==> config.mk <==
export PLATFORM = sky130hd
export DESIGN_NAME = psco_cubic
export DESIGN_NICKNAME = d
export VERILOG_FILES = /design/src/hw/rtl/psco_pkg.sv /design/src/hw/rtl/psco_cubic.sv
export SDC_FILE = /design/constraint.sdc
export NUM_CORES = 2
export LEC_CHECK = 0
export BUFFER_PORTS_ARGS = -buffer_cell sky130_fd_sc_hd__buf_2
export CAP_MARGIN = 20
export CELL_PAD_IN_SITES_DETAIL_PLACEMENT = 0
export CELL_PAD_IN_SITES_GLOBAL_PLACEMENT = 1
export CORE_UTILIZATION = 50
export CTS_CLUSTER_SIZE = 10
export DETAILED_ROUTE_END_ITERATION = 8
export PLACE_DENSITY_LB_ADDON = 0.1
export SETUP_SLACK_MARGIN = 0.02
export SYNTH_ARGS = -nofsm -noshare
export SYNTH_HDL_FRONTEND = slang
export SYNTH_SLANG_ARGS = --single-unit
==> constraint.sdc <==
create_clock -name clk -period 14.5 [get_ports clk]
set_clock_uncertainty 0.15 [all_clocks]
set_input_delay 0.725 -clock clk [delete_from_list [all_inputs] [get_ports clk]]
set_output_delay 0.725 -clock clk [all_outputs]
set_load 0.005 [all_outputs]
==> src/hw/rtl/psco_pkg.sv <==
// psco_pkg: shared constants and types for the shape overlap weight unit
// no dependencies
package psco_pkg;

  localparam int unsigned POS_WIDTH_DEF = 32;
  localparam int unsigned FRAC_BITS_DEF = 16;
  localparam int unsigned GUARD = 6;

  typedef enum logic [1:0] {
    ERR_NONE  = 2'd0,
    ERR_ORDER = 2'd1,
    ERR_WIDTH = 2'd2
  } err_t;

  typedef enum logic [1:0] {
    PC_A = 2'd0,
    PC_B = 2'd1,
    PC_C = 2'd2,
    PC_D = 2'd3
  } piece_t;

  // result class decided by the classifier stage
  typedef enum logic [1:0] {
    RC_ZERO = 2'd0,
    RC_ONE  = 2'd1,
    RC_CUBE = 2'd2
  } rclass_t;

endpackage

==> src/hw/rtl/psco_cubic.sv <==
// psco_cubic: cube of the ratio and piece assembly, three register stages
// depends on psco_pkg
module psco_cubic #(
  parameter int unsigned FRAC_BITS = psco_pkg::FRAC_BITS_DEF,
  parameter int unsigned TW        = 8
) (
  input  logic                  clk,
  input  logic                  rst,
  input  logic                  en,
  input  logic                  in_valid,
  input  logic [TW-1:0]         in_tag,
  input  logic [FRAC_BITS+psco_pkg::GUARD:0] q,
  output logic                  out_valid,
  output logic [TW-1:0]         out_tag,
  output logic [FRAC_BITS:0]    weight
);
  localparam int unsigned GB = FRAC_BITS + psco_pkg::GUARD;
  localparam int unsigned QW = GB + 1;
  localparam int unsigned PW = 2 * QW;

  logic          va, vb, vc;
  logic [TW-1:0] ta, tb, tc;
  logic [QW-1:0] qa, qb, q2a, q3b, tcv;
  logic [PW-1:0] p1, p2;
  logic [QW+1:0] m3;
  logic [63:0]   m3p;

  always_comb begin
    p1 = PW'(q) * PW'(q);
    p2 = PW'(q2a) * PW'(qa);
    // multiply by two thirds through the reciprocal of three, exact while twice q3b is below 2^32
    m3p = 64'({q3b, 1'b0}) * 64'h0000_0000_AAAA_AAAB;
    m3  = (QW+2)'(m3p >> 33);
  end

  always_ff @(posedge clk) begin
    if (rst) begin
      va <= 1'b0; vb <= 1'b0; vc <= 1'b0;
    end else if (en) begin
      va <= in_valid; vb <= va; vc <= vb;
    end
    if (en) begin
      ta <= in_tag; tb <= ta; tc <= tb;
      qa  <= q;
      q2a <= QW'(p1 >> GB);
      qb  <= qa;
      q3b <= QW'(p2 >> GB);
      tcv <= QW'(m3);
    end
  end

  // final piece select is combinational on stage-c registers
  logic [QW-1:0] qc;
  always_ff @(posedge clk) begin
    if (en) begin
      qc <= qb;
    end
  end

  logic [QW+1:0] one_v, half_v, vv;
  always_comb begin
    one_v  = (QW+2)'(1) << GB;
    half_v = one_v >> 1;
    unique case (psco_pkg::piece_t'(tc[1:0]))
      psco_pkg::PC_A: vv = (QW+2)'(tcv);
      psco_pkg::PC_B: vv = (half_v + tcv >= qc) ? half_v + tcv - qc : '0;
      psco_pkg::PC_C: vv = (half_v + qc >= tcv) ? half_v + qc - tcv : '0;
      default:        vv = one_v - tcv;
    endcase
    if (vv > one_v) vv = one_v;
  end

  assign out_valid = vc;
  assign out_tag   = tc;
  assign weight    = (FRAC_BITS+1)'(vv >> psco_pkg::GUARD);
endmodule

==> run summary <==
number of max-cap violations -> 0
CTS-repair resized insts -> 0
clock root buffer -> clkbuf_16
number of global-route vias before repair -> 33800
Worst setup EP type -> flip-flop
top cell type by total area after synthesis -> fa_1
clock buffer depth -> 2
Initial DRT Pass Iterations -> 5
wire length of the first global-routing pass -> 187000 um
signal arrival time at the worst endpoint -> 8.24 ns
io pins -> 61
worst slew pin tran -> 1.16 ns
WP data required -> 14.60 ns
Antenna Cells -> 0
Placed Cells -> 5908
die boundary width -> 306 um
clock buffer count from CTS -> 17
path category of the worst min-delay check -> input pin to flip-flop
Period minus WS final -> 8.14 ns
async set-or-reset flop fraction in the synthesized netlist -> 0%
number of setup violations in the final report -> 0
area share of the leading cell type in the synthesized netlist -> 42.4%
Die Y-Extent -> 306 um
most used flip-flop cell after synthesis -> edfxtp_1
Net Count, Synth -> 6374
antenna violations before repair -> 4
Via-to-Cell Ratio -> 5.21
number of I/O port buffers -> 60
number of nets at the end of the flow -> 6329
clock tree sinks -> 165
final routed wire length divided by cell count -> 19.0 um
largest net degree at the start of global routing -> 59
Max Clk Rate -> 123 MHz
setup repair after global routing missed its margin -> false
top cells by area, synth -> fa_1, ha_1, edfxtp_1
DRC Markers -> 0
kind of start point of the critical path -> flip-flop
full die area -> 93700 um2
summed instance area of the synthesized netlist -> 46300 um2
area of the core -> 91700 um2
headroom to the max-slew limit -> 22.9%
Synth Area per Inst -> 9.67 um2
final HPWL from detailed placement -> 92500 um
antenna viol nets, final -> 0
fraction of layout cells with a size suffix above 1 -> 3.41%
commonest non-fill, non-tap cells in the layout -> inv_1, fa_1, ha_1
layout-stage area growth over the synthesis result -> 4.52%
cell count after synthesis -> 4786
non-filler instance count after layout -> 5940
clock tree from TritonCTS -> done
sequential fraction of the synthesis area -> 10.6%
Initial Utilization -> 50.5%
number of synthesized flops with an enable pin -> 162
number of flip-flops and latches in the synthesized netlist -> 165
insertion delay of the later-clocked pin in the worst-skew pair -> 0.49 ns
floorplan row count -> 111
routability congestion estimate -> 0.911
most common cell after layout, fill and taps aside -> inv_1
Total GRT Usage -> 25.8%
count of vias placed by the detailed router -> 30900
top fanout value on the critical path -> 24
portion of the clock cycle consumed by the worst path in the final layout -> 56.2%
Post-Route WL -> 113000 um
# H-tree levels -> 4
WS Path Type -> flip-flop to flip-flop
final hold violation count -> 0
register clock-pin slew on the reported worst setup and hold paths -> 0.08 ns
final max-slew violation count -> 0
DRT iter0 DRCs -> 1547
Synthesis Warnings -> 0
setup fix buffers added after clock tree synthesis -> 0
status -> complete, no violations
cts-stage hold buffer count -> 0
summed negative setup slack over all endpoints -> 0 ns
global-route congestion overflow total -> 0
synth unique cells -> 78
==> final cells by class <==
class | instances | area (um2)
Multi-Input combinational cell | 3183 | 35900
Tap cell | 1186 | 1480
Timing Repair Buffer | 98 | 612
Sequential cell | 165 | 4920
Clock buffer | 17 | 425
Fill cell | 8635 | 43300
Inverter | 1276 | 4790
Clock inverter | 15 | 198
==> routing by layer <==
metal  vias up  share of wire (%)  global-route usage, %
li1      14400                  -                      -
met2       651                 47                   43.3
met3       113                4.0                   2.21
met5         -              0.030                      0
met4         4                1.7                   5.08
met1     15800                 47                   36.6
==> per-stage QoR <==
step,hold slack (ns),setup WS [ns],utilization (%),instance area [um2]
global placement,0.251,6.38,52.0,47700
global route,0.237,5.97,52.8,48400
detailed placement,0.255,6.33,52.1,47700
floorplan,0.250,7.37,-,46300
finish,0.250,6.36,52.8,48400
CTS,0.221,6.30,52.8,48400
==> critical path: stages, from the launching register on <==
cell,delay (ns)
edfxtp_1,1.12
nand2_1,0.18
fa_1,0.56
fa_1,0.44
fa_1,0.56
fa_1,0.52
inv_1,0.05
fa_1,0.48
fa_1,0.49
inv_1,0.05
fa_1,0.47
inv_1,0.04
ha_1,0.20
a211oi_1,0.21
o211ai_1,0.22
a311oi_2,0.40
o21ai_1,0.34
o2111a_1,0.41
o31a_1,0.33
o22a_1,0.22
a21o_1,0.22
a21oi_2,0.15
xnor2_1,0.07
==> sequential cells by signal (all words and copies together) (netlist names) <==
signal     cells
out_tag        8
qb            23
vb             1
out_valid      1
tb             8
va             1
q2a           23
ta             8
qa            23
qc            23
tcv           23
q3b           23
==> path summary, 6_finish.rpt <==
path	startpoint	endpoint	slack, ns	depth (start not counted)
worst max-delay path	qa[3]	q3b[16]	6.36	22
worst min register to register	tb[2]	out_tag[2]	0.26	0
worst min-delay path	in_tag[7]	ta[7]	0.25	1
worst max register to register	qa[3]	q3b[16]	6.36	22
==> cells in the mapped netlist (8+ instances only) <==
library cell	n
a211oi_1	18
a21o_1	41
a21oi_1	120
a221oi_1	10
a22oi_1	10
a31oi_1	13
and2_1	368
and3_1	9
and4_1	9
buf_2	8
clkbuf_1	149
edfxtp_1	162
fa_1	979
ha_1	574
inv_1	1275
nand2_1	464
nand2b_1	16
nand3_1	35
nand4_1	17
nor2_1	116
nor2b_1	18
nor3_1	37
nor3_2	10
nor4_1	8
o211ai_1	11
o21a_1	23
o21ai_0	57
o21ai_1	10
o21bai_1	8
o31ai_1	9
xnor2_1	67
xor2_1	36
==> cell families after synthesis <==
kind of cell	Yosys count	share of synthesized area, %
adders and majority gates	1553	57.9
DFF	165	10.6
and+or+nand+nor	1131	12.1
xor gates and xnor gates	103	1.95
buffers and inverters	1438	11.7
muxes	5	0.111
AOI/OAI and AO/OA	391	5.58
Power is left out: the tool's default activity adds up to more than one toggle a clock period on the data nets, which glitch-free logic cannot reach.
