## src/hw/rtl/psco_pkg.sv

```systemverilog
// psco_pkg: shared constants and types for the shape overlap weight unit
// no dependencies
package psco_pkg;

  localparam int unsigned POS_WIDTH_DEF = 32;
  localparam int unsigned FRAC_BITS_DEF = 16;
  localparam int unsigned GUARD = 6;

  typedef enum logic [1:0] {
    ERR_NONE  = 2'd0,
    ERR_ORDER = 2'd1,
    ERR_WIDTH = 2'd2
  } err_t;

  typedef enum logic [1:0] {
    PC_A = 2'd0,
    PC_B = 2'd1,
    PC_C = 2'd2,
    PC_D = 2'd3
  } piece_t;

  // result class decided by the classifier stage
  typedef enum logic [1:0] {
    RC_ZERO = 2'd0,
    RC_ONE  = 2'd1,
    RC_CUBE = 2'd2
  } rclass_t;

endpackage

```

## src/hw/rtl/psco_classify.sv

```systemverilog
// psco_classify: edge tests and piece selection, two register stages
// depends on psco_pkg
module psco_classify #(
  parameter int unsigned POS_WIDTH = psco_pkg::POS_WIDTH_DEF
) (
  input  logic                 clk,
  input  logic                 rst,
  input  logic                 en,
  input  logic                 in_valid,
  input  logic [POS_WIDTH-1:0] position,
  input  logic [POS_WIDTH-2:0] half_width,
  input  logic [POS_WIDTH-1:0] edge_low,
  input  logic [POS_WIDTH-1:0] edge_high,
  output logic                 out_valid,
  output psco_pkg::rclass_t    rclass,
  output psco_pkg::piece_t     piece,
  output psco_pkg::err_t       err,
  output logic [POS_WIDTH:0]   num,
  output logic [POS_WIDTH-2:0] den
);
  localparam int unsigned EW = POS_WIDTH + 3;

  // stage 1: extended operands and comparison terms
  logic                 v1;
  logic signed [EW-1:0] x2, l2, r2, dd, x1, l1, r1, d1;
  logic [POS_WIDTH-2:0] dr1;

  always_ff @(posedge clk) begin
    if (rst) begin
      v1 <= 1'b0;
    end else if (en) begin
      v1 <= in_valid;
    end
    if (en) begin
      x1  <= EW'($signed(position));
      l1  <= EW'($signed(edge_low));
      r1  <= EW'($signed(edge_high));
      d1  <= EW'({1'b0, half_width});
      dr1 <= half_width;
    end
  end

  always_comb begin
    x2 = x1 <<< 1;
    l2 = l1 <<< 1;
    r2 = r1 <<< 1;
    dd = d1;
  end

  logic              rc_n;
  psco_pkg::rclass_t rcl_n;
  psco_pkg::piece_t  pc_n;
  psco_pkg::err_t    er_n;
  logic signed [EW-1:0] n_n;

  always_comb begin
    rcl_n = psco_pkg::RC_CUBE;
    pc_n  = psco_pkg::PC_A;
    er_n  = psco_pkg::ERR_NONE;
    n_n   = '0;
    rc_n  = 1'b0;
    priority if (r1 < l1) begin
      rcl_n = psco_pkg::RC_ZERO; er_n = psco_pkg::ERR_ORDER;
    end else if (dd > r1 - l1) begin
      rcl_n = psco_pkg::RC_ZERO; er_n = psco_pkg::ERR_WIDTH;
    end else if (x1 < l1 - dd || x1 > r1 + dd) begin
      rcl_n = psco_pkg::RC_ZERO;
    end else if (dd == '0) begin
      rcl_n = psco_pkg::RC_ONE;
    end else if (x2 < l2 - dd) begin
      pc_n = psco_pkg::PC_A; n_n = x1 + dd - l1;
    end else if (x1 < l1) begin
      pc_n = psco_pkg::PC_B; n_n = l1 - x1;
    end else if (x2 > r2 + dd) begin
      pc_n = psco_pkg::PC_A; n_n = r1 + dd - x1;
    end else if (x1 > r1) begin
      pc_n = psco_pkg::PC_B; n_n = x1 - r1;
    end else if (x2 < l2 + dd) begin
      pc_n = psco_pkg::PC_C; n_n = x1 - l1;
    end else if (x1 < l1 + dd) begin
      pc_n = psco_pkg::PC_D; n_n = l1 + dd - x1;
    end else if (x2 > r2 - dd) begin
      pc_n = psco_pkg::PC_C; n_n = r1 - x1;
    end else if (x1 > r1 - dd) begin
      pc_n = psco_pkg::PC_D; n_n = x1 + dd - r1;
    end else begin
      rcl_n = psco_pkg::RC_ONE;
    end
    rc_n = (rcl_n == psco_pkg::RC_CUBE);
  end

  always_ff @(posedge clk) begin
    if (rst) begin
      out_valid <= 1'b0;
    end else if (en) begin
      out_valid <= v1;
    end
    if (en) begin
      rclass <= rcl_n;
      piece  <= pc_n;
      err    <= er_n;
      // n never exceeds d on the cubic pieces
      num    <= rc_n ? (POS_WIDTH+1)'(n_n) : '0;
      den    <= dr1;
    end
  end
endmodule

```

## config.mk

```make
export PLATFORM = sky130hd
export DESIGN_NAME = psco_classify
export DESIGN_NICKNAME = d
export VERILOG_FILES = /design/src/hw/rtl/psco_pkg.sv /design/src/hw/rtl/psco_classify.sv
export SDC_FILE = /design/constraint.sdc
export NUM_CORES = 2
export LEC_CHECK = 0
export BUFFER_PORTS_ARGS = -buffer_cell sky130_fd_sc_hd__buf_2
export CELL_PAD_IN_SITES_DETAIL_PLACEMENT = 0
export CELL_PAD_IN_SITES_GLOBAL_PLACEMENT = 1
export CORE_ASPECT_RATIO = 0.9
export CORE_MARGIN = 1
export CORE_UTILIZATION = 34
export DETAILED_ROUTE_END_ITERATION = 10
export GPL_TIMING_DRIVEN = 0
export HOLD_SLACK_MARGIN = 0.05
export PLACE_DENSITY_LB_ADDON = 0.1
export SLEW_MARGIN = 20
export SYNTH_ARGS = -nofsm -noshare
export SYNTH_HDL_FRONTEND = slang
export SYNTH_SLANG_ARGS = --single-unit
```

## constraint.sdc

```tcl
create_clock -name clk -period 6 [get_ports clk]
set_clock_uncertainty 0.2 [all_clocks]
set_input_delay 0.9 -clock clk [delete_from_list [all_inputs] [get_ports clk]]
set_output_delay 0.9 -clock clk [all_outputs]
set_load 0.01 [all_outputs]
```

==> metrics.txt <==
Vias between 40000 and 50000; Finish-stage setup viols 37; critical path's slowest cell o311a_1; row cnt 120; EDFF count, synth roughly 200; sw frac a little under three fifths; Clock Tree Root clkbuf_16; crit share post-route 117%; Yosys warning count 0; critical path class reg2reg; combinational share of power ~80%; CP Data Required Time roughly 6000 ps; Vias/cell 5.99; CP max stage delay roughly 440 ps; outcome complete, but fails checks; Final Worst Setup Slack -1020 ps; initial core utilization about a third; Gate Count Post-Synth 5199; # fillers about 12000; failing checks negative setup slack; Top Family by Delay on Critical Path compound AO/OA/AOI/OAI gates; I/O pin cnt between 200 and 250; CP startpoint kind register; Total GRT Usage between 30% and 40%; post-layout min period 7020 ps; Hold EP v1; WL met1 93600 um; CTS tree built; P&R area growth vs syn 23.2%; Final Net Count ~6600; PD cells 321 nW/um2; Min-Delay Path Depth 2; async set or reset register ratio after synthesis 0%; Internal 7.29 mW; ranking of synthesized cells by area ha_1 24%, edfxtp_1 14%, xnor2_1 7.7%, a21oi_1 7.0%, nor2_1 3.8%; DRC 0; maximum vdd ir drop 0.314 mV; hold_sp rst; met2 WL post-DR 86100 um; critical path endpoint category register; initial antenna violation count 7; Seq pwr share between 10% and 20%; first-pass GRT wire length roughly 280000 um; Crit path buffers/inverters 5; met3 WL approximately 15000 um; Worst Max-Slew Pin Slew 1240 ps; Synth top area share around 24%; Hold WC Path Type in2reg; CP arrival about 7200 ps; RD Place Congestion 0.976; vias in the first global route ~42000; CTS Sinks 199; MaxCap Viol Count 0; Post-synth top cells 792 x ha_1, 575 x a21oi_1, 412 x nor2_1; Final Hold Fails 0; RSZ-0062 raised after global routing true; final cell area excluding filler cells slightly above 50000 um2; Die Wd 369 um; Mapped Avg Cell Area approximately 7.9 um2; drt pass-1 iters 5; cts bufs inserted 17; most frequent CP cell a21oi_4; #FFs+latches synth between 150 and 200; Pleak between 20 and 25 nW; core box area 120000 um2; global route overflow 0; Slew headroom 17.5%; Net Count, Synth around 6000; Worst-Skew Late Latency approximately 580 ps; setup slack, reg-to-reg -1020 ps; placed cell area about 44000 um2; Pins Over Slew Limit 0; register area share after synthesis 14.5%; Routed WL about 200000 um; Critical Path Fanout Max 10; setup TNS -31020 ps; R2R Path Start r1[0]; ys flop type edfxtp_1; post-DP HPWL between 150000 and 200000 um; Crit. path cell count 29; Synth cell types 106; largest net degree at the start of global routing 95; IO buf count approximately 200; Psw between 8 and 9 mW; Max Clk Rate about 140 MHz; Hold-fix buffers, CTS 0; htree depth 4; height of the chip about 330 um; DIE AREA ~120000 um2; worst r2r path cells 29; CTS clk-pin slew, worst paths 90 ps; Clk pwr share under 10%; synthesized cell area 41200 um2; share of cells above drive strength 1 18.4%; library cell with the largest summed area after synthesis ha_1; r2r endpoint num[16]; highest routed layer met5; CTS max path bufs 2; routed len/inst 27.9 um; most common cell in the netlist ha_1; Initial DRC Count between 4000 and 5000; post-route ant nets 0
-- power groups by stage --
stage	Clock, mW	Sequential, mW	Combinational, mW
final	1.27	1.98	13.0
after global routing	1.35	1.99	13.8
after CTS	1.33	2.00	11.8
after detailed placement	0	2.13	10.4
after global placement	0	2.14	10.4
after floorplan	0	1.92	6.99
-- sequential cells by signal (all words and copies together), names as in the netlist --
| signal | cells |
|---|---|
| rclass | 2 |
| err | 2 |
| num | 33 |
| v1 | 1 |
| d1 | 31 |
| piece | 2 |
| l1 | 32 |
| r1 | 32 |
| x1 | 32 |
| den | 31 |
| out_valid | 1 |
-- cells by family (layout without fill, tap and decap cells) --
logic type	Yosys count	after routing	synth area share, %
mux	15	15	0.367
xor+xnor	481	481	10.2
buf+inv	514	1035	4.81
simple gates	1390	1390	16.6
flops	199	199	14.5
compound gates	1791	1791	28.7
fa+ha+maj	809	809	24.9
other cells	0	2	0
-- layer usage --
layer,global-route usage [%],up-vias
met3,4.20,319
met5,0,-
met4,11.9,4
met2,48.1,1766
li1,-,20400
met1,45.2,21278
-- cells in the final DEF, fill, tap and decap left out, types with 115 or more instances in the layout --
master / instances
inv_1: 326
a21o_1: 172
edfxtp_1: 197
nand2_1: 262
buf_4: 237
nor2_1: 391
o21ai_0: 232
buf_2: 229
xnor2_1: 355
xor2_1: 115
a21oi_1: 532
ha_1: 757
-- worst register-to-register path: cells and delay by family (launching register included) --
| family | cells | cell delay, ps |
|---|---|---|
| buffers and inverters | 5 | 800 |
| adder cells (fa/ha/maj) | 3 | 830 |
| AND/OR/NAND/NOR | 5 | 610 |
| flip-flops | 1 | 380 |
| AO/OA/AOI/OAI | 16 | 3940 |
-- worst max-delay path by stage --
stage	end	slack, ps	from
2_1_floorplan	num[31]	20	d1[1]
3_3_place_gp	piece[1]	-4270	d1[1]
3_5_place_dp	num[23]	-3930	d1[1]
4_1_cts	num[25]	-940	d1[4]
5_1_grt	num[26]	-1180	d1[0]
6_report	num[16]	-1020	r1[0]
-- through the flow --
| stage | hold WS, ps | setup WS [ps] | utilization [%] | total power [mW] | std cells |
|---|---|---|---|---|---|
| 3_3_place_gp | 277 | -4270 | 37.0 | 12.5 | 6986 |
| 2_1_floorplan | 260 | 15.8 | - | 8.90 | 5199 |
| 6_report | 280 | -1020 | 42.5 | 16.3 | 7308 |
| 4_1_cts | 224 | -941 | 40.7 | 15.1 | 7207 |
| 5_1_grt | 261 | -1180 | 42.5 | 17.1 | 7307 |
| 3_5_place_dp | 284 | -3930 | 37.1 | 12.5 | 6990 |
-- area by class of cell --
| cell class | instances | area (um2) | area share (%) |
|---|---|---|---|
| repair inverters | 1 | 16.3 | 0.0320 |
| inverters | 344 | 1330 | 2.63 |
| flip-flops and latches | 199 | 5960 | 11.7 |
| repair buffers | 505 | 3870 | 7.62 |
| clock inverters | 13 | 159 | 0.313 |
| diodes | 2 | 5.00 | 0.00986 |
| multi-input cells | 4486 | 36000 | 70.9 |
| well taps | 1586 | 1980 | 3.91 |
| plain buffers | 154 | 997 | 1.96 |
| clock buffers | 18 | 429 | 0.846 |
-- repair_timing --
item | in CTS | in global routing
pin swaps | 117 | 161
setup buffers | 195 | 104
resized for setup | 432 | 262
gates cloned | 2 | 6
setup endpoints to repair | 38 | 38
No activity file was read; power rests on OpenSTA's default activity.
