<file path="src/hw/rtl/psco_pkg.sv">
// psco_pkg: shared constants and types for the shape overlap weight unit
// no dependencies
package psco_pkg;

  localparam int unsigned POS_WIDTH_DEF = 32;
  localparam int unsigned FRAC_BITS_DEF = 16;
  localparam int unsigned GUARD = 6;

  typedef enum logic [1:0] {
    ERR_NONE  = 2'd0,
    ERR_ORDER = 2'd1,
    ERR_WIDTH = 2'd2
  } err_t;

  typedef enum logic [1:0] {
    PC_A = 2'd0,
    PC_B = 2'd1,
    PC_C = 2'd2,
    PC_D = 2'd3
  } piece_t;

  // result class decided by the classifier stage
  typedef enum logic [1:0] {
    RC_ZERO = 2'd0,
    RC_ONE  = 2'd1,
    RC_CUBE = 2'd2
  } rclass_t;

endpackage

</file>
<file path="src/hw/rtl/psco_divide.sv">
// psco_divide: pipelined restoring divider, one quotient bit per stage
// depends on psco_pkg
module psco_divide #(
  parameter int unsigned POS_WIDTH = psco_pkg::POS_WIDTH_DEF,
  parameter int unsigned GB        = psco_pkg::FRAC_BITS_DEF + psco_pkg::GUARD,
  parameter int unsigned TW        = 8
) (
  input  logic                 clk,
  input  logic                 rst,
  input  logic                 en,
  input  logic                 in_valid,
  input  logic [TW-1:0]        in_tag,
  input  logic [POS_WIDTH:0]   num,
  input  logic [POS_WIDTH-2:0] den,
  output logic                 out_valid,
  output logic [TW-1:0]        out_tag,
  output logic [GB:0]          quot
);
  localparam int unsigned NS = GB + 1;
  localparam int unsigned RW = POS_WIDTH + 1;

  logic                 v  [NS+1];
  logic [TW-1:0]        tg [NS+1];
  logic [RW-1:0]        rm [NS+1];
  logic [POS_WIDTH-2:0] dv [NS+1];
  logic [GB:0]          qq [NS+1];

  always_comb begin
    v[0]  = in_valid;
    tg[0] = in_tag;
    rm[0] = num;
    dv[0] = den;
    qq[0] = '0;
  end

  for (genvar s = 0; s < NS; s++) begin : g_st
    logic [RW:0] sh;
    logic [RW:0] df;
    logic        ge;
    always_comb begin
      // first step compares unshifted remainder
      sh = (s == 0) ? {1'b0, rm[s]} : {rm[s], 1'b0};
      df = sh - (RW+1)'(dv[s]);
      ge = (sh >= (RW+1)'(dv[s]));
    end
    always_ff @(posedge clk) begin
      if (rst) begin
        v[s+1] <= 1'b0;
      end else if (en) begin
        v[s+1] <= v[s];
      end
      if (en) begin
        tg[s+1] <= tg[s];
        dv[s+1] <= dv[s];
        rm[s+1] <= ge ? RW'(df) : RW'(sh);
        qq[s+1] <= {qq[s][GB-1:0], ge};
      end
    end
  end

  assign out_valid = v[NS];
  assign out_tag   = tg[NS];
  assign quot      = qq[NS];
endmodule

</file>
<file path="config.mk">
export PLATFORM = sky130hd
export DESIGN_NAME = psco_divide
export DESIGN_NICKNAME = d
export VERILOG_FILES = /design/src/hw/rtl/psco_pkg.sv /design/src/hw/rtl/psco_divide.sv
export SDC_FILE = /design/constraint.sdc
export NUM_CORES = 2
export LEC_CHECK = 0
export BUFFER_PORTS_ARGS = -buffer_cell sky130_fd_sc_hd__buf_4
export CAP_MARGIN = 20
export CORE_ASPECT_RATIO = 1.75
export CORE_MARGIN = 5
export CORE_UTILIZATION = 60
export DETAILED_ROUTE_END_ITERATION = 8
export PLACE_DENSITY_LB_ADDON = 0.1
export SLEW_MARGIN = 20
export SYNTH_ARGS = -nofsm -noshare
export SYNTH_HDL_FRONTEND = slang
export SYNTH_SLANG_ARGS = --single-unit
</file>
<file path="constraint.sdc">
create_clock -name clk -period 10.4 [get_ports clk]
set_input_delay 1.04 -clock clk [delete_from_list [all_inputs] [get_ports clk]]
set_output_delay 1.04 -clock clk [all_outputs]
set_load 0.005 [all_outputs]
</file>
==> metrics.md <==
| Metric | Value |
|---|---|
| Tcrit/Tclk final | `51.2%` |
| Power density of the placed cells | `301 mW/mm^2` |
| Max_cap viols | `0` |
| Via count of the first global-routing pass | `72750` |
| DRC violation total after the first TritonRoute iteration | `3723` |
| Total met3 wirelength after detailed routing | `6.63 mm` |
| Max Clock Freq | `0.188 GHz` |
| Met2 wirelength from detailed routing | `148 mm` |
| Post-synthesis register bit count | `1891` |
| # hold bufs at CTS | `0` |
| Combined area of all synthesized cells | `0.102 mm^2` |
| Largest area contributor in the synthesized netlist | `sky130_fd_sc_hd__edfxtp_1` |
| Floorplan Core Area | `0.168 mm^2` |
| Worst-Margin Slew | `1.38 ns` |
| Final worst hold slack | `0.357 ns` |
| Final Slew Violations | `0` |
| Layout Area Growth over Synthesis | `8.73%` |
| Main flop type after synthesis | `sky130_fd_sc_hd__edfxtp_1` |
| Number of gates resized after cts | `0` |
| Clock tree from TritonCTS | `built` |
| Sequential share of power | `36.4%` |
| Internal portion of total power | `20.7 mW` |
| Filler cell count in the final layout | `12569` |
| Total number of vias | `68371` |
| Storage element area | `0.0566 mm^2` |
| Distinct cell type count after synthesis | `94` |
| Worst clock skew on the final layout | `0.0366 ns` |
| Worst EP required | `11.00 ns` |
| Combined area of the multi-input logic cells | `0.0409 mm^2` |
| Count of yosys warnings during synthesis | `0` |
| Top cells by area in the synthesized netlist | `sky130_fd_sc_hd__edfxtp_1 55%, sky130_fd_sc_hd__ha_1 8.8%, sky130_fd_sc_hd__a21oi_1 4.0%, sky130_fd_sc_hd__inv_1 3.2%, sky130_fd_sc_hd__a21o_1 3.0%` |
| Leak | `45.0 nW` |
| Post-synthesis area per instance | `11.4 um^2` |
| Maximum number of pins on one net before global-route repair | `172` |
| Ratio of routed vias to standard cells | `6.01` |
| Detailed-routing wirelength on met1 | `64.7 mm` |
| Crit-path slowest cell | `sky130_fd_sc_hd__a21oi_1` |
| Placed insts | `11023` |
| Setup violations, final | `0` |
| Stage delay of the slowest cell on the critical path | `0.70 ns` |
| Antenna violations before repair | `15` |
| Number of sinks on the clock net | `1891` |
| Total power of the final layout | `33.3 mW` |
| Number of buffers and inverters on the critical path | `4` |
| Clock-pin slew of the registers on the worst-case setup and hold paths | `0.07 ns` |
| Type of the most critical hold path | `in -> reg` |
| Number of buffers added for setup after CTS | `0` |
| Cell area reported after detailed placement | `0.105 mm^2` |
| Final WL | `253 mm` |
| Share of synthesized area occupied by flip-flops and latches | `55.7%` |
| First-pass GRT wire length | `378 mm` |
| Largest fanout on the critical path | `60` |
| Cell area after layout | `0.110 mm^2` |
| Portion of synthesized cell area occupied by the leading cell type | `55.2%` |
| Post-detail-place hpwl | `193 mm` |
| Post-route ant nets | `0` |
| Setup crit start kind | `flip-flop` |
| Top cell family by delay on the critical path | `compound AO/OA/AOI/OAI gates` |
| Final Instance Count excl. Fillers | `11372` |
| Cells after synthesis | `8877` |
| Hold Violations, Final | `0` |
| Peak supply drop | `167 uV` |
| Starting density of the core | `60.4%` |
| Proportion of power drawn by the clock network | `19.4%` |
| Top layer reached by signal wires | `met5` |
| Switching share of power | `37.6%` |
| Fraction of layout cells with a size suffix above 1 | `7.12%` |
| Share of synthesized flip-flops with an asynchronous set or reset | `0%` |
| Number of enable flip-flop cells after synthesis | `1868` |
| Count of buffers inserted at the top-level ports | `107` |
| Drt wl/cell | `22.2 um` |
| Die area | `0.178 mm^2` |
| Final Critical Period | `5.32 ns` |
| Number of buffers created by CTS | `180` |
| Unrepaired setup endpoints after global routing | `false` |
| Number of nets at the end of the flow | `9804` |
| Vertical extent of the die | `554 um` |
| Die Wd | `321 um` |
| Final Wtd Congestion | `1.01` |
| Final sum of negative setup slack | `0 ns` |
| Row cnt | `199` |
| Max-Slew Margin vs Limit | `7.86%` |
| GRT Residual Overflow | `0` |
| Clock latency on the worst-skew pair | `0.86 ns` |
| Setup Crit Path Kind | `reg -> reg` |
| Outcome | `finished clean` |
| Signal arrival time at the worst endpoint | `5.92 ns` |
| CTS H-Tree Depth | `4` |
| Cell chosen for the clock root | `sky130_fd_sc_hd__clkbuf_16` |
| Endpoint kind of the worst setup timing path | `flip-flop` |
| Length of the first detailed-routing pass in iterations | `6` |
| Ordered list of cells on the worst path | `inv_1 > ha_1 > nor2b_1 > o21ai_0 > nor4b_1 > o31ai_1 > buf_4 > a21oi_1 > o21a_1 > o21ai_0 > a31oi_1 > o31a_2 > buf_4 > inv_1 > mux2_2` |
| Number of nets produced by synthesis | `9687` |
| Number of top-level design ports | `108` |
| Proportion of power drawn by combinational gates | `44.2%` |
| All-Layer GR Usage | `27.5%` |
| NetSw | `12.5 mW` |
| Count of unresolved DRC violations after routing | `0` |
| Maximum buffer depth of the clock tree | `4` |
-- path summary, 6_finish.rpt --
kind / from / end / slack (ns) / cells after the start
max: dv[64] / g_st[22].sh[30] / 5.08 / 15
min: in_tag[0] / tg[176] / 0.36 / 1
max reg2reg: dv[64] / g_st[22].sh[30] / 5.08 / 15
min reg2reg: tg[115] / tg[107] / 0.41 / 0
-- cell usage in the layout (no fill, tap or decap), drive strengths merged, types with 22 or more instances in the layout --
cell / count
ha: 712
nand2b: 122
or3: 24
nor4: 25
nor2: 601
dfxtp: 23
a21boi: 31
nor2b: 95
diode: 34
buf: 168
clkinv: 61
o31ai: 68
nand3: 129
clkbuf: 225
and3: 60
inv: 861
or2: 33
o21bai: 76
a31oi: 80
a2111oi: 23
o211ai: 24
mux2i: 37
nand2: 596
and2: 30
a211o: 22
edfxtp: 1868
mux2: 140
o21ai: 568
nor3: 85
a21oi: 813
o31a: 32
nand4: 98
fa: 22
a31o: 24
xor2: 246
a211oi: 49
o21a: 94
xnor2: 332
and4: 25
a21o: 412
-- logic make-up after synthesis --
kind of cell | share of synthesized area (%)
compound gates | 14.9
xor+xnor | 4.98
flops | 55.7
simple gates | 9.09
fa+ha+maj | 9.20
mux | 1.92
buf+inv | 4.21
-- cells in the mapped netlist (24+ instances only) --
library cell,count
sky130_fd_sc_hd__o21bai_1,76
sky130_fd_sc_hd__xnor2_1,332
sky130_fd_sc_hd__nor4_1,25
sky130_fd_sc_hd__a21boi_0,29
sky130_fd_sc_hd__o31a_1,32
sky130_fd_sc_hd__mux2i_1,37
sky130_fd_sc_hd__or2_2,32
sky130_fd_sc_hd__nand2_1,596
sky130_fd_sc_hd__and3_1,60
sky130_fd_sc_hd__and4_1,25
sky130_fd_sc_hd__a31oi_1,80
sky130_fd_sc_hd__clkbuf_1,150
sky130_fd_sc_hd__ha_1,712
sky130_fd_sc_hd__or3_1,24
sky130_fd_sc_hd__xor2_1,246
sky130_fd_sc_hd__o21ai_0,556
sky130_fd_sc_hd__a21o_1,412
sky130_fd_sc_hd__a211oi_1,46
sky130_fd_sc_hd__nor2_1,601
sky130_fd_sc_hd__inv_1,857
sky130_fd_sc_hd__nand4_1,98
sky130_fd_sc_hd__nor2b_1,95
sky130_fd_sc_hd__o21a_1,94
sky130_fd_sc_hd__mux2_2,138
sky130_fd_sc_hd__edfxtp_1,1868
sky130_fd_sc_hd__nand2b_1,122
sky130_fd_sc_hd__nand3_1,128
sky130_fd_sc_hd__nor3_1,85
sky130_fd_sc_hd__a21oi_1,812
sky130_fd_sc_hd__buf_2,39
sky130_fd_sc_hd__o211ai_1,24
sky130_fd_sc_hd__and2_1,27
sky130_fd_sc_hd__buf_4,34
sky130_fd_sc_hd__a31o_2,24
sky130_fd_sc_hd__o31ai_1,64
-- area by class of cell --
cell class | count | area share [%]
Tap cell | 2211 | 2.50
Timing Repair Buffer | 168 | 1.25
Sequential cell | 1891 | 51.2
Inverter | 857 | 2.91
Clock buffer | 225 | 4.33
Antenna cell | 34 | 0.0770
Clock inverter | 90 | 0.739
Multi-Input combinational cell | 5896 | 37.0
-- per-stage QoR --
step,setup WS [ns],utilization [%]
detailed placement,5.08,62.2
CTS,5.10,65.6
finish,5.08,65.6
floorplan,6.51,-
global placement,5.09,62.2
global route,4.96,65.6
-- power by group through the flow --
stage               registers [mW]  logic, mW  clock network [mW]
floorplan                     11.8       10.7                   0
detailed placement            12.2       14.5                   0
global route                  12.2       16.1                6.84
global placement              12.1       14.1                   0
CTS                           12.1       14.6                6.53
finish                        12.1       14.7                6.44
-- registers in the layout, summed over array words and instances (netlist names) --
name / count
dv: 682
out_tag: 8
g_st.sh: 726
v: 22
quot: 23
qq: 253
tg: 176
out_valid: 1
-- layer usage --
metal  vias up  track usage [%]
li1      32685                -
met1     33007             17.8
met2      1628             57.8
met3      1047             3.17
met4         4             29.6
met5         -                0
(Power assumes the default switching activity.)
